[src/lfsta_pkg.sv]
// Shared types for the lowest-free-slot timed allocator.
// Used by lfsta_slot_unit and lowest_free_slot_timed_allocator_core; no dependencies.
package lfsta_pkg;

    localparam int TIME_W   = 32;
    localparam int COUNT_W  = 32;
    localparam int ACTIVE_W = 7;
    localparam int INDEX_W  = 6;

    // One slot record as kept in the slot memory
    typedef struct packed {
        logic               used;
        logic [TIME_W-1:0]  busy_until;
        logic [COUNT_W-1:0] served;
    } t_entry;

    localparam int ENTRY_W = $bits(t_entry);

    // Verdict of the slot unit on one record
    typedef struct packed {
        logic   wr_en;   // record changes and must be written back
        logic   take;    // this slot is granted to the request
        t_entry wr_data; // updated record
    } t_slot_eval;

endpackage

[src/lowest_free_slot_timed_allocator_core.sv]
// Result: an accepted word is answered after one scan pass over the slot memory, one
// read per cycle through its single read port; the result is then registered.
// A new word is taken only once the result of the last is in the output register; a
// word with tlast set adds a clearing pass before the next word is taken.
// Reset: synchronous, active low; a clearing pass follows, during
// which no word is taken. active_slots resets to 64; config writes are taken only while
// idle or clearing, and a pending config write holds off the request stream.
// Depends on lfsta_pkg, lfsta_ram and lfsta_slot_unit.
module lowest_free_slot_timed_allocator_core #(
    parameter int MAX_SLOTS = 64
) (
    input  logic        i_clk,
    input  logic        i_rst_n,
    // Request stream
    input  logic        s_axis_tvalid,
    output logic        s_axis_tready,
    input  logic [63:0] s_axis_tdata,   // start_time [31:0], end_time [63:32]
    input  logic        s_axis_tlast,   // last_in_set
    // Result stream
    output logic        m_axis_tvalid,
    input  logic        m_axis_tready,
    output logic [39:0] m_axis_tdata,   // slot_index [5:0], slot_served [37:6], zero [39:38]
    output logic        m_axis_tuser,   // granted
    // Configuration: active_slots
    input  logic        i_cfg_valid,
    output logic        o_cfg_ready,
    input  logic [6:0]  i_cfg_data
);
    import lfsta_pkg::*;

    localparam int AW = (MAX_SLOTS > 1) ? $clog2(MAX_SLOTS) : 1;
    localparam int CW = $clog2(MAX_SLOTS + 1);
    localparam int LW = (CW > ACTIVE_W) ? CW : ACTIVE_W;

    localparam logic [1:0] ST_CLEAR = 2'd0;
    localparam logic [1:0] ST_IDLE  = 2'd1;
    localparam logic [1:0] ST_SCAN  = 2'd2;
    localparam logic [1:0] ST_EMIT  = 2'd3;

    logic [1:0]          r_state;
    logic [CW-1:0]       r_cnt;
    logic                r_ev_valid;
    logic                r_ev_last;
    logic [AW-1:0]       r_ev_idx;
    logic [TIME_W-1:0]   r_start;
    logic [TIME_W-1:0]   r_stop;
    logic                r_last;
    logic                r_found;
    logic [AW-1:0]       r_pick;
    logic [COUNT_W-1:0]  r_served;
    logic [ACTIVE_W-1:0] r_active;
    logic                r_out_valid;
    logic                r_out_granted;
    logic [INDEX_W-1:0]  r_out_index;
    logic [COUNT_W-1:0]  r_out_served;

    logic [LW-1:0]       w_limit;
    logic                w_issue;
    logic                w_out_load;
    logic                w_wr_en;
    logic [AW-1:0]       w_wr_addr;
    t_entry              w_wr_data;
    t_entry              w_rd_entry;
    logic [ENTRY_W-1:0]  w_rd_bits;
    t_slot_eval          w_eval;

    // Clamp active count to the number of slots
    assign w_limit = (LW'(r_active) > LW'(MAX_SLOTS)) ? LW'(MAX_SLOTS) : LW'(r_active);

    // Take config only between requests; a config word goes ahead of a request word
    assign s_axis_tready = (r_state == ST_IDLE) && !i_cfg_valid;
    assign o_cfg_ready   = (r_state == ST_IDLE) || (r_state == ST_CLEAR);
    assign w_issue       = (r_state == ST_SCAN) && (r_cnt != CW'(MAX_SLOTS));
    assign w_out_load    = (r_state == ST_EMIT) && (!r_out_valid || m_axis_tready);
    assign w_rd_entry    = t_entry'(w_rd_bits);

    lfsta_ram #(
        .WIDTH (ENTRY_W),
        .DEPTH (MAX_SLOTS)
    ) u_slot_ram (
        .i_clk     (i_clk),
        .i_wr_en   (w_wr_en),
        .i_wr_addr (w_wr_addr),
        .i_wr_data (w_wr_data),
        .i_rd_en   (w_issue),
        .i_rd_addr (r_cnt[AW-1:0]),
        .o_rd_data (w_rd_bits)
    );

    lfsta_slot_unit u_slot_unit (
        .i_entry    (w_rd_entry),
        .i_start    (r_start),
        .i_stop     (r_stop),
        .i_in_range (LW'(r_ev_idx) < w_limit),
        .i_found    (r_found),
        .o_eval     (w_eval)
    );

    // Write port: zeros while clearing, else write back the evaluated record
    always_comb begin
        if (r_state == ST_CLEAR) begin
            w_wr_en   = 1'b1;
            w_wr_addr = r_cnt[AW-1:0];
            w_wr_data = '0;
        end else begin
            w_wr_en   = r_ev_valid && w_eval.wr_en;
            w_wr_addr = r_ev_idx;
            w_wr_data = w_eval.wr_data;
        end
    end

    // Configuration register
    always_ff @(posedge i_clk) begin
        if (!i_rst_n) begin
            r_active <= ACTIVE_W'(64);
        end else if (i_cfg_valid && o_cfg_ready) begin
            r_active <= i_cfg_data;
        end
    end

    // Sequencer: clear, wait, scan, emit
    always_ff @(posedge i_clk) begin
        if (!i_rst_n) begin
            r_state    <= ST_CLEAR;
            r_cnt      <= '0;
            r_ev_valid <= 1'b0;
            r_ev_last  <= 1'b0;
            r_found    <= 1'b0;
        end else begin
            unique case (r_state)
                ST_CLEAR: begin
                    if (r_cnt == CW'(MAX_SLOTS - 1)) begin
                        r_state <= ST_IDLE;
                        r_cnt   <= '0;
                    end else begin
                        r_cnt <= r_cnt + 1'b1;
                    end
                end
                ST_IDLE: begin
                    if (s_axis_tvalid && s_axis_tready) begin
                        r_state <= ST_SCAN;
                        r_cnt   <= '0;
                        r_found <= 1'b0;
                    end
                end
                ST_SCAN: begin
                    // Issue one read per cycle
                    r_ev_valid <= w_issue;
                    if (w_issue) begin
                        r_ev_last <= (r_cnt == CW'(MAX_SLOTS - 1));
                        r_ev_idx  <= r_cnt[AW-1:0];
                        r_cnt     <= r_cnt + 1'b1;
                    end
                    // Evaluate the record read last cycle
                    if (r_ev_valid) begin
                        if (w_eval.take) begin
                            r_found <= 1'b1;
                        end
                        if (r_ev_last) begin
                            r_state <= ST_EMIT;
                        end
                    end
                end
                ST_EMIT: begin
                    r_ev_valid <= 1'b0;
                    if (w_out_load) begin
                        r_state <= r_last ? ST_CLEAR : ST_IDLE;
                        r_cnt   <= '0;
                    end
                end
                default: begin
                    r_state <= ST_CLEAR;
                    r_cnt   <= '0;
                end
            endcase
        end
    end

    // Request and pick payload
    always_ff @(posedge i_clk) begin
        if (s_axis_tvalid && s_axis_tready) begin
            r_start <= s_axis_tdata[31:0];
            r_stop  <= s_axis_tdata[63:32];
            r_last  <= s_axis_tlast;
        end
        if ((r_state == ST_SCAN) && r_ev_valid && w_eval.take) begin
            r_pick   <= r_ev_idx;
            r_served <= w_eval.wr_data.served;
        end
    end

    // Output register: hold until taken
    always_ff @(posedge i_clk) begin
        if (!i_rst_n) begin
            r_out_valid <= 1'b0;
        end else if (w_out_load) begin
            r_out_valid <= 1'b1;
        end else if (m_axis_tready) begin
            r_out_valid <= 1'b0;
        end
    end

    always_ff @(posedge i_clk) begin
        if (w_out_load) begin
            r_out_granted <= r_found;
            r_out_index   <= r_found ? INDEX_W'(r_pick) : '0;
            r_out_served  <= r_found ? r_served : '0;
        end
    end

    assign m_axis_tvalid = r_out_valid;
    assign m_axis_tuser  = r_out_granted;
    assign m_axis_tdata  = {2'b00, r_out_served, r_out_index};

`ifndef SYNTH
    // Input is closed on the cycle after a word is taken
    a_busy_after_accept: assert property (@(posedge i_clk) disable iff (!i_rst_n)
        (s_axis_tvalid && s_axis_tready) |=> !s_axis_tready)
        else $error("input still ready after accepting a word");

    // A new result appears only out of the emit state
    a_result_from_emit: assert property (@(posedge i_clk) disable iff (!i_rst_n)
        (m_axis_tvalid && !$past(m_axis_tvalid)) |-> $past(r_state == ST_EMIT))
        else $error("result appeared outside the emit state");

    // A grant always names a slot within the active range
    a_pick_in_range: assert property (@(posedge i_clk) disable iff (!i_rst_n)
        (r_state == ST_EMIT && r_found) |-> (LW'(r_pick) < w_limit))
        else $error("granted slot beyond the active count");

    // A granted slot has a nonzero served count
    a_grant_counted: assert property (@(posedge i_clk) disable iff (!i_rst_n)
        (m_axis_tvalid && m_axis_tuser) |-> (m_axis_tdata[37:6] != '0))
        else $error("granted slot reports a zero served count");
`endif

endmodule

[src/lfsta_ram.sv]
// Generic simple dual-port RAM: one write port, one registered read port.
// No dependencies.
module lfsta_ram #(
    parameter int WIDTH = 8,
    parameter int DEPTH = 64
) (
    input  logic                                   i_clk,
    input  logic                                   i_wr_en,
    input  logic [(DEPTH > 1 ? $clog2(DEPTH) : 1)-1:0] i_wr_addr,
    input  logic [WIDTH-1:0]                       i_wr_data,
    input  logic                                   i_rd_en,
    input  logic [(DEPTH > 1 ? $clog2(DEPTH) : 1)-1:0] i_rd_addr,
    output logic [WIDTH-1:0]                       o_rd_data
);

    logic [WIDTH-1:0] r_mem [DEPTH];

    // Write and registered read
    always_ff @(posedge i_clk) begin
        if (i_wr_en) begin
            r_mem[i_wr_addr] <= i_wr_data;
        end
        if (i_rd_en) begin
            o_rd_data <= r_mem[i_rd_addr];
        end
    end

endmodule

[src/lfsta_slot_unit.sv]
// Shared slot evaluator: release test, free test and served-count update.
// Depends on lfsta_pkg.
module lfsta_slot_unit (
    input  lfsta_pkg::t_entry             i_entry,
    input  logic [lfsta_pkg::TIME_W-1:0]  i_start,
    input  logic [lfsta_pkg::TIME_W-1:0]  i_stop,
    input  logic                          i_in_range,
    input  logic                          i_found,
    output lfsta_pkg::t_slot_eval         o_eval
);
    import lfsta_pkg::*;

    logic release_hit;
    logic used_now;

    // Release a used slot whose busy time has passed
    assign release_hit = i_entry.used && (i_entry.busy_until <= i_start);
    assign used_now    = i_entry.used && !release_hit;

    always_comb begin
        o_eval.take    = !used_now && i_in_range && !i_found;
        o_eval.wr_en   = o_eval.take || release_hit;
        o_eval.wr_data = i_entry;
        if (o_eval.take) begin
            o_eval.wr_data.used       = 1'b1;
            o_eval.wr_data.busy_until = i_stop;
            if (i_entry.served != {COUNT_W{1'b1}}) begin
                o_eval.wr_data.served = i_entry.served + 1'b1;
            end
        end else begin
            o_eval.wr_data.used = used_now;
        end
    end

endmodule

[config.mk]
export PLATFORM = sky130hd
export DESIGN_NAME = lowest_free_slot_timed_allocator_core
export DESIGN_NICKNAME = d
export VERILOG_FILES = /design/src/lfsta_pkg.sv /design/src/lowest_free_slot_timed_allocator_core.sv /design/src/lfsta_ram.sv /design/src/lfsta_slot_unit.sv
export SDC_FILE = /design/constraint.sdc
export NUM_CORES = 2
export LEC_CHECK = 0
export BUFFER_PORTS_ARGS = -buffer_cell sky130_fd_sc_hd__buf_2
export CORE_MARGIN = 4
export CORE_UTILIZATION = 25
export CTS_CLUSTER_SIZE = 10
export DETAILED_ROUTE_END_ITERATION = 6
export GPL_TIMING_DRIVEN = 0
export PLACE_DENSITY = 0.41
export SLEW_MARGIN = 10
export SYNTH_ARGS = -nofsm -noshare
export SYNTH_HDL_FRONTEND = slang
export SYNTH_HIERARCHICAL = 1
export SYNTH_MEMORY_MAX_BITS = 65536
export SYNTH_SLANG_ARGS = --single-unit
[constraint.sdc]
create_clock -name i_clk -period 7.8 [get_ports i_clk]
set_input_delay 1.17 -clock i_clk [delete_from_list [all_inputs] [get_ports i_clk]]
set_output_delay 1.17 -clock i_clk [all_outputs]
set_load 0.1 [all_outputs]
## Word level (Yosys, flattened, before mapping)

Memory sizes are Yosys's and may differ from the RTL's. A register that Yosys moved wholly into a read port is not among the register bits.
Index checks and enable logic that the tools add are counted.

| cells by class | value |
|---|---|
| $add $sub $neg | 2 |
| multipliers | 0 |
| div/mod/pow operators | 0 |
| $lt $le $gt $ge | 3 |
| eq/ne operators | 13 |
| shift-type cells | 0 |
| multiplexer cells | 28 |
| bitwise logic cells | 0 |
| reduce and logical (&&, ||, !) cells | 29 |

Operators by type and width:

| cell | count |
|---|---|
| 65-bit two-way mux | 1 |
| 64-bit two-way mux | 1 |
| 7-bit two-way mux | 5 |
| 32-bit by 1-bit adder with 32-bit output, second input constant | 1 |
| 32-bit less-or-equal comparator | 1 |
| 32-bit two-way mux | 1 |
| 32-bit inequality test, second input constant | 1 |
| 7-bit one-hot mux with 4 select lines | 1 |
| 1-bit logical AND | 12 |
| 1-bit two-way mux | 10 |
| 2-bit two-way mux | 5 |
| 2-bit inequality test, second input constant | 4 |
| 2-bit one-hot mux with 4 select lines | 1 |
| 7-bit by 1-bit adder with 7-bit output, second input constant | 1 |
| 7-bit by 6-bit equality test with 1-bit output, second input constant | 1 |
| 7-bit greater-than comparator, second input constant | 1 |
| 6-bit by 7-bit < comparator with 1-bit output | 1 |
| 7-bit inequality test, second input constant | 1 |
| 6-bit two-way mux | 1 |
| 2-bit by 1-bit inequality test with 1-bit output, second input constant | 3 |
| 3-bit AND reduction | 2 |
| 2-bit nonzero test | 3 |
| 1-bit logical NOT | 5 |
| 5-bit AND reduction | 1 |
| other kinds (7) | 11 |

| word-level totals | value |
|---|---|
| register bits | 168 |
| latch bits | 0 |
| memory bits (writable) | 4160 |
| memory bits (read-only) | 0 |
| input bits | 77 |
| output and inout bits | 44 |
| word-level logic and storage cells | 92 |
| memories | 1 |

Memory list:

| name | words | bits a word | read ports | clocked after memory_dff | write ports | RTL line | RTL |
|---|---|---|---|---|---|---|---|
| u_slot_ram.r_mem | 64 | 65 | 1 | 1 | 1 | lfsta_ram.sv:16 | `logic [WIDTH-1:0] r_mem [DEPTH];` |

## Logic depth before layout (Yosys ltp)

| logic depth | value |
|---|---|
| depth after elaboration | 12 |
| gate-level depth with buffers | 13 |
| mapped depth without buffers | 12 |

## By module

The synthesis kept the hierarchy.

By module, submodules not included:

| module | instances | cells each | area each (um^2) | seq. area each (um^2) |
|---|---|---|---|---|
| lfsta_ram | 1 | 6606 | 158981.2 | 126871.7 |
| lowest_free_slot_timed_allocator_core | 1 | 407 | 6500.0 | 4844.6 |
| lfsta_slot_unit | 1 | 272 | 2011.9 | 0.0 |

## Least setup slack after synthesis

No wires, ideal clock.

| path | value |
|---|---|
| kind | reg2reg |
| from | reg u_slot_ram.o_rd_data[61], read port of u_slot_ram.r_mem |
| to | mem u_slot_ram/r_mem[48][0] in the netlist's numbering (enable) |
| library setup time | 568 ps |
| arrival time | 6803 ps |
| required time | 7232 ps |
| path slack | 430 ps |
| cell stages (with the launch flop) | 10 |
| path buffers | 0 |
| period minus slack after synthesis | 7370 ps |
| cell sequence | edfxtp_1 -> ha_1 -> nand4_2 -> or4_4 -> o41ai_4 -> a311oi_2 -> a211oi_1 -> a21o_1 -> nand4b_1 -> nor3_1 |

RTL lines:

| what | RTL line | RTL |
|---|---|---|
| start, declared | lfsta_ram.sv:13 | `output logic [WIDTH-1:0] o_rd_data` |
| end, declared | lfsta_ram.sv:16 |  |

==> run_summary.xml <==
<?xml version="1.0" encoding="UTF-8"?>
<metrics>
  <group name="timing">
    <metric name="worstMarginPinSlew" unit="ps">1430</metric>
    <metric name="max_clock_freq" unit="MHz">147</metric>
    <metric name="finalMaxSlewViolations" unit="">0</metric>
    <metric name="timing_hold_violations_final" unit="">0</metric>
    <metric name="finalWorstSetupSlack" unit="ps">993</metric>
    <metric name="slew_headroom" unit="">0.0447</metric>
    <metric name="fin_skew" unit="ps">64.1</metric>
    <metric name="setup_repair_after_global_routing_missed_its_margin" unit="">false</metric>
    <metric name="fin_crit_sh" unit="">0.873</metric>
    <metric name="count_of_endpoints_failing_setup_in_the_final_report" unit="">0</metric>
    <metric name="totalNegativeSetupSlack" unit="ps">0</metric>
    <metric name="min_period" unit="ps">6810</metric>
  </group>
  <group name="placement">
    <metric name="dp.final_hpwl" unit="mm">474</metric>
    <metric name="globalplace.congestion" unit="">0.767</metric>
    <metric name="io_buffers" unit="">118</metric>
    <metric name="dp_worst_setup_slack" unit="ps">1060</metric>
  </group>
  <group name="finish">
    <metric name="drive_gt1_frac" unit="">0.318</metric>
    <metric name="utilization" unit="">0.307</metric>
    <metric name="layout.cells.most_common_list" unit="">edfxtp_1, mux4_2, clkbuf_16, buf_12, buf_2</metric>
    <metric name="syn_to_final_growth" unit="%">22.2</metric>
    <metric name="nets" unit="">8509</metric>
    <metric name="commonest_non_fill_non_tap_cell_in_the_layout" unit="">edfxtp_1</metric>
  </group>
  <group name="synth">
    <metric name="seq_area_frac_synth" unit="">0.786</metric>
    <metric name="postSynth.asyncResetShare" unit="">0</metric>
    <metric name="synth.ff_latch_count" unit="">4393</metric>
    <metric name="synth.avg_cell_area" unit="um^2">23.0</metric>
    <metric name="synth_cell_types" unit="">68</metric>
    <metric name="syn_inst" unit="">7285</metric>
    <metric name="yosys_warnings" unit="">6</metric>
    <metric name="mappedNetlistArea" unit="um^2">167000</metric>
    <metric name="synth.top_cells.by_area" unit="">edfxtp_1, mux4_2, a22oi_1</metric>
    <metric name="synth_enable_flop_cells" unit="">4373</metric>
    <metric name="synth_top_cell_area_share" unit="">0.784</metric>
    <metric name="synth_area_leader_cell" unit="">edfxtp_1</metric>
    <metric name="dominantRegCellSynth" unit="">edfxtp_1</metric>
  </group>
  <group name="pwr">
    <metric name="power.density_cell_area" unit="nW/um^2">245</metric>
    <metric name="static-leakage-power" unit="nW">68.1</metric>
    <metric name="ir_drop" unit="mV">0.228</metric>
  </group>
  <group name="worst_setup_path">
    <metric name="class_of_the_most_critical_setup_path" unit="">reg -&gt; reg</metric>
    <metric name="setup.worst_path.start_class" unit="">flop</metric>
    <metric name="critPathRequiredTime" unit="ps">8530</metric>
    <metric name="critical_path_peak_fanout" unit="">14</metric>
    <metric name="crit_path_end_kind" unit="">flop</metric>
    <metric name="arrival_worst_endpoint" unit="ps">7540</metric>
  </group>
  <group name="global_routing">
    <metric name="grt_max_degree" unit="">49</metric>
    <metric name="grt_usage" unit="">0.190</metric>
    <metric name="first_global_vias" unit="">87600</metric>
    <metric name="global_route.overflow_total" unit="">0</metric>
    <metric name="grt_antenna_before_repair" unit="">43</metric>
    <metric name="grt_pass1_wl" unit="mm">862</metric>
  </group>
  <group name="clock_tree">
    <metric name="number_of_buffers_created_by_cts" unit="">524</metric>
    <metric name="hold_buffers" unit="">0</metric>
    <metric name="clock_tree_from_tritoncts" unit="">done</metric>
    <metric name="clk_pin_slew_worst_paths" unit="ps">50</metric>
    <metric name="cts_resized" unit="">0</metric>
    <metric name="insertion_delay" unit="ps">1080</metric>
    <metric name="cts.repair_timing.setup_buffer_count" unit="">0</metric>
    <metric name="clkSinkCount" unit="">4393</metric>
    <metric name="clockRootBuffer" unit="">clkbuf_16</metric>
    <metric name="ctsHtreeMaxLevel" unit="">6</metric>
    <metric name="max-clock-path-buffers" unit="">4</metric>
  </group>
  <group name="worst_hold_path">
    <metric name="min-delay-path-class" unit="">in -&gt; reg</metric>
  </group>
  <group name="floorplanning">
    <metric name="core" unit="um^2">668000</metric>
    <metric name="floorplan.die.height" unit="um">827</metric>
    <metric name="ios" unit="">121</metric>
    <metric name="floorplan.die.width" unit="um">827</metric>
    <metric name="total_die_area" unit="um^2">683000</metric>
    <metric name="placementRows" unit="">300</metric>
    <metric name="starting_density_of_the_core" unit="">0.251</metric>
  </group>
  <group name="detailed_routing">
    <metric name="drt-initial-drc-count" unit="">12000</metric>
    <metric name="drc" unit="">0</metric>
    <metric name="routed_via_density" unit="">5.06</metric>
    <metric name="wire_length_after_detailed_routing" unit="mm">667</metric>
    <metric name="detail_route.first_pass.iterations" unit="">6</metric>
    <metric name="final_antenna_net_count" unit="">0</metric>
    <metric name="via_count" unit="">88600</metric>
    <metric name="avgRoutedWirePerCell" unit="um">38.1</metric>
  </group>
  <group name="outcome">
    <metric name="run_status" unit="">finished clean</metric>
  </group>
  <group name="run">
    <metric name="number_of_violations_of_the_max_capacitance_limit" unit="">0</metric>
  </group>
</metrics>
## registers in the layout (all words and copies together), names as in the netlist, 7 cells and up
register / cells
r_out_served: 32
r_stop: 32
u_slot_ram/o_rd_data: 65
u_slot_ram/r_mem: 4160
r_served: 32
r_cnt: 7
r_active: 7
r_start: 32
## stage by stage
step,cell area [um^2],cells,total power [mW],hold slack [ps]
finish,205000,17500,50.2,290
global placement,179000,16300,28.6,489
floorplan,167000,7286,27.4,438
detailed placement,190000,16800,28.6,501
global route,205000,17500,51.6,223
CTS,205000,17500,50.6,179
## power by group
group | internal, mW | leakage, nW | switching, mW
clock | 12.6 | 7.13 | 9.41
combinational | 0.779 | 15.6 | 1.60
sequential | 25.7 | 45.4 | 0.0267
## synthesized netlist by cell type, drive strengths merged, types with 12 or more instances
library cell  number
edfxtp          4373
mux4            1040
buf              267
a22oi            260
nand3            139
clkbuf           135
o22ai            130
nor2             129
mux2i            111
nor2b             78
a211oi            77
o211a             65
inv               47
and2              46
o221ai            46
ha                44
mux2              38
nand2             34
xnor2             30
nand4             27
nand3b            25
dfxtp             20
nand2b            18
a21oi             17
and3              12
## logic make-up (layout without fill, tap and decap cells)
kind of cell / count (synthesis) / in the layout / share of synthesized area
fa+ha+maj: 44 / 44 / 0.00329
simple gates: 550 / 550 / 0.0176
mux: 1189 / 1189 / 0.149
flops: 4393 / 4393 / 0.786
compound gates: 628 / 628 / 0.0288
buf+inv: 449 / 1714 / 0.0132
xor+xnor: 31 / 31 / 0.00162
other cells: 1 / 48 / 0.0000224
## worst paths after layout
kind	from	endpoint	slack [ps]	cells past startpoint
setup / recovery	u_slot_ram/o_rd_data[62]$_DFFE_PP_	u_slot_ram/r_mem[6][46]$_DFFE_PP_	990	13
hold / removal	s_axis_tdata[42]	r_stop[10]$_DFFE_PP_	290	1
setup reg to reg	u_slot_ram/o_rd_data[62]$_DFFE_PP_	u_slot_ram/r_mem[6][46]$_DFFE_PP_	990	13
hold reg to reg	r_active[4]$_SDFFE_PN0P_	r_active[4]$_SDFFE_PN0P_	510	2
## worst max-delay path: stages, from the launching register on
cell,delay [ps]
edfxtp_1,480
ha_1,380
nand4_2,140
or4_4,700
o41ai_4,480
a311oi_2,310
a211oi_2,810
a21o_1,380
nor2b_1,320
nand3_1,650
nor2_4,950
buf_12,300
buf_12,220
buf_12,210
## final cells by class
type	instances	area, um^2
Antenna cell	46	115
Buffer	402	2120
Clock buffer	625	14000
Clock inverter	64	613
Fill cell	63700	463000
Inverter	47	176
Multi-Input combinational cell	2444	34600
Sequential cell	4393	132000
Tap cell	8909	11100
Timing Repair Buffer	576	10300
## routing by layer
| metal | share of wire | vias to the layer above | track usage | routed length, um |
|---|---|---|---|---|
| met5 | 0.00011 | - | 0 | 71 |
| met4 | 0.045 | 10 | 0.0727 | 29900 |
| met3 | 0.071 | 1042 | 0.0334 | 47200 |
| met2 | 0.48 | 4397 | 0.312 | 319000 |
| met1 | 0.41 | 49700 | 0.250 | 271000 |
| li1 | - | 33400 | - | - |
(Power assumes the default switching activity.)
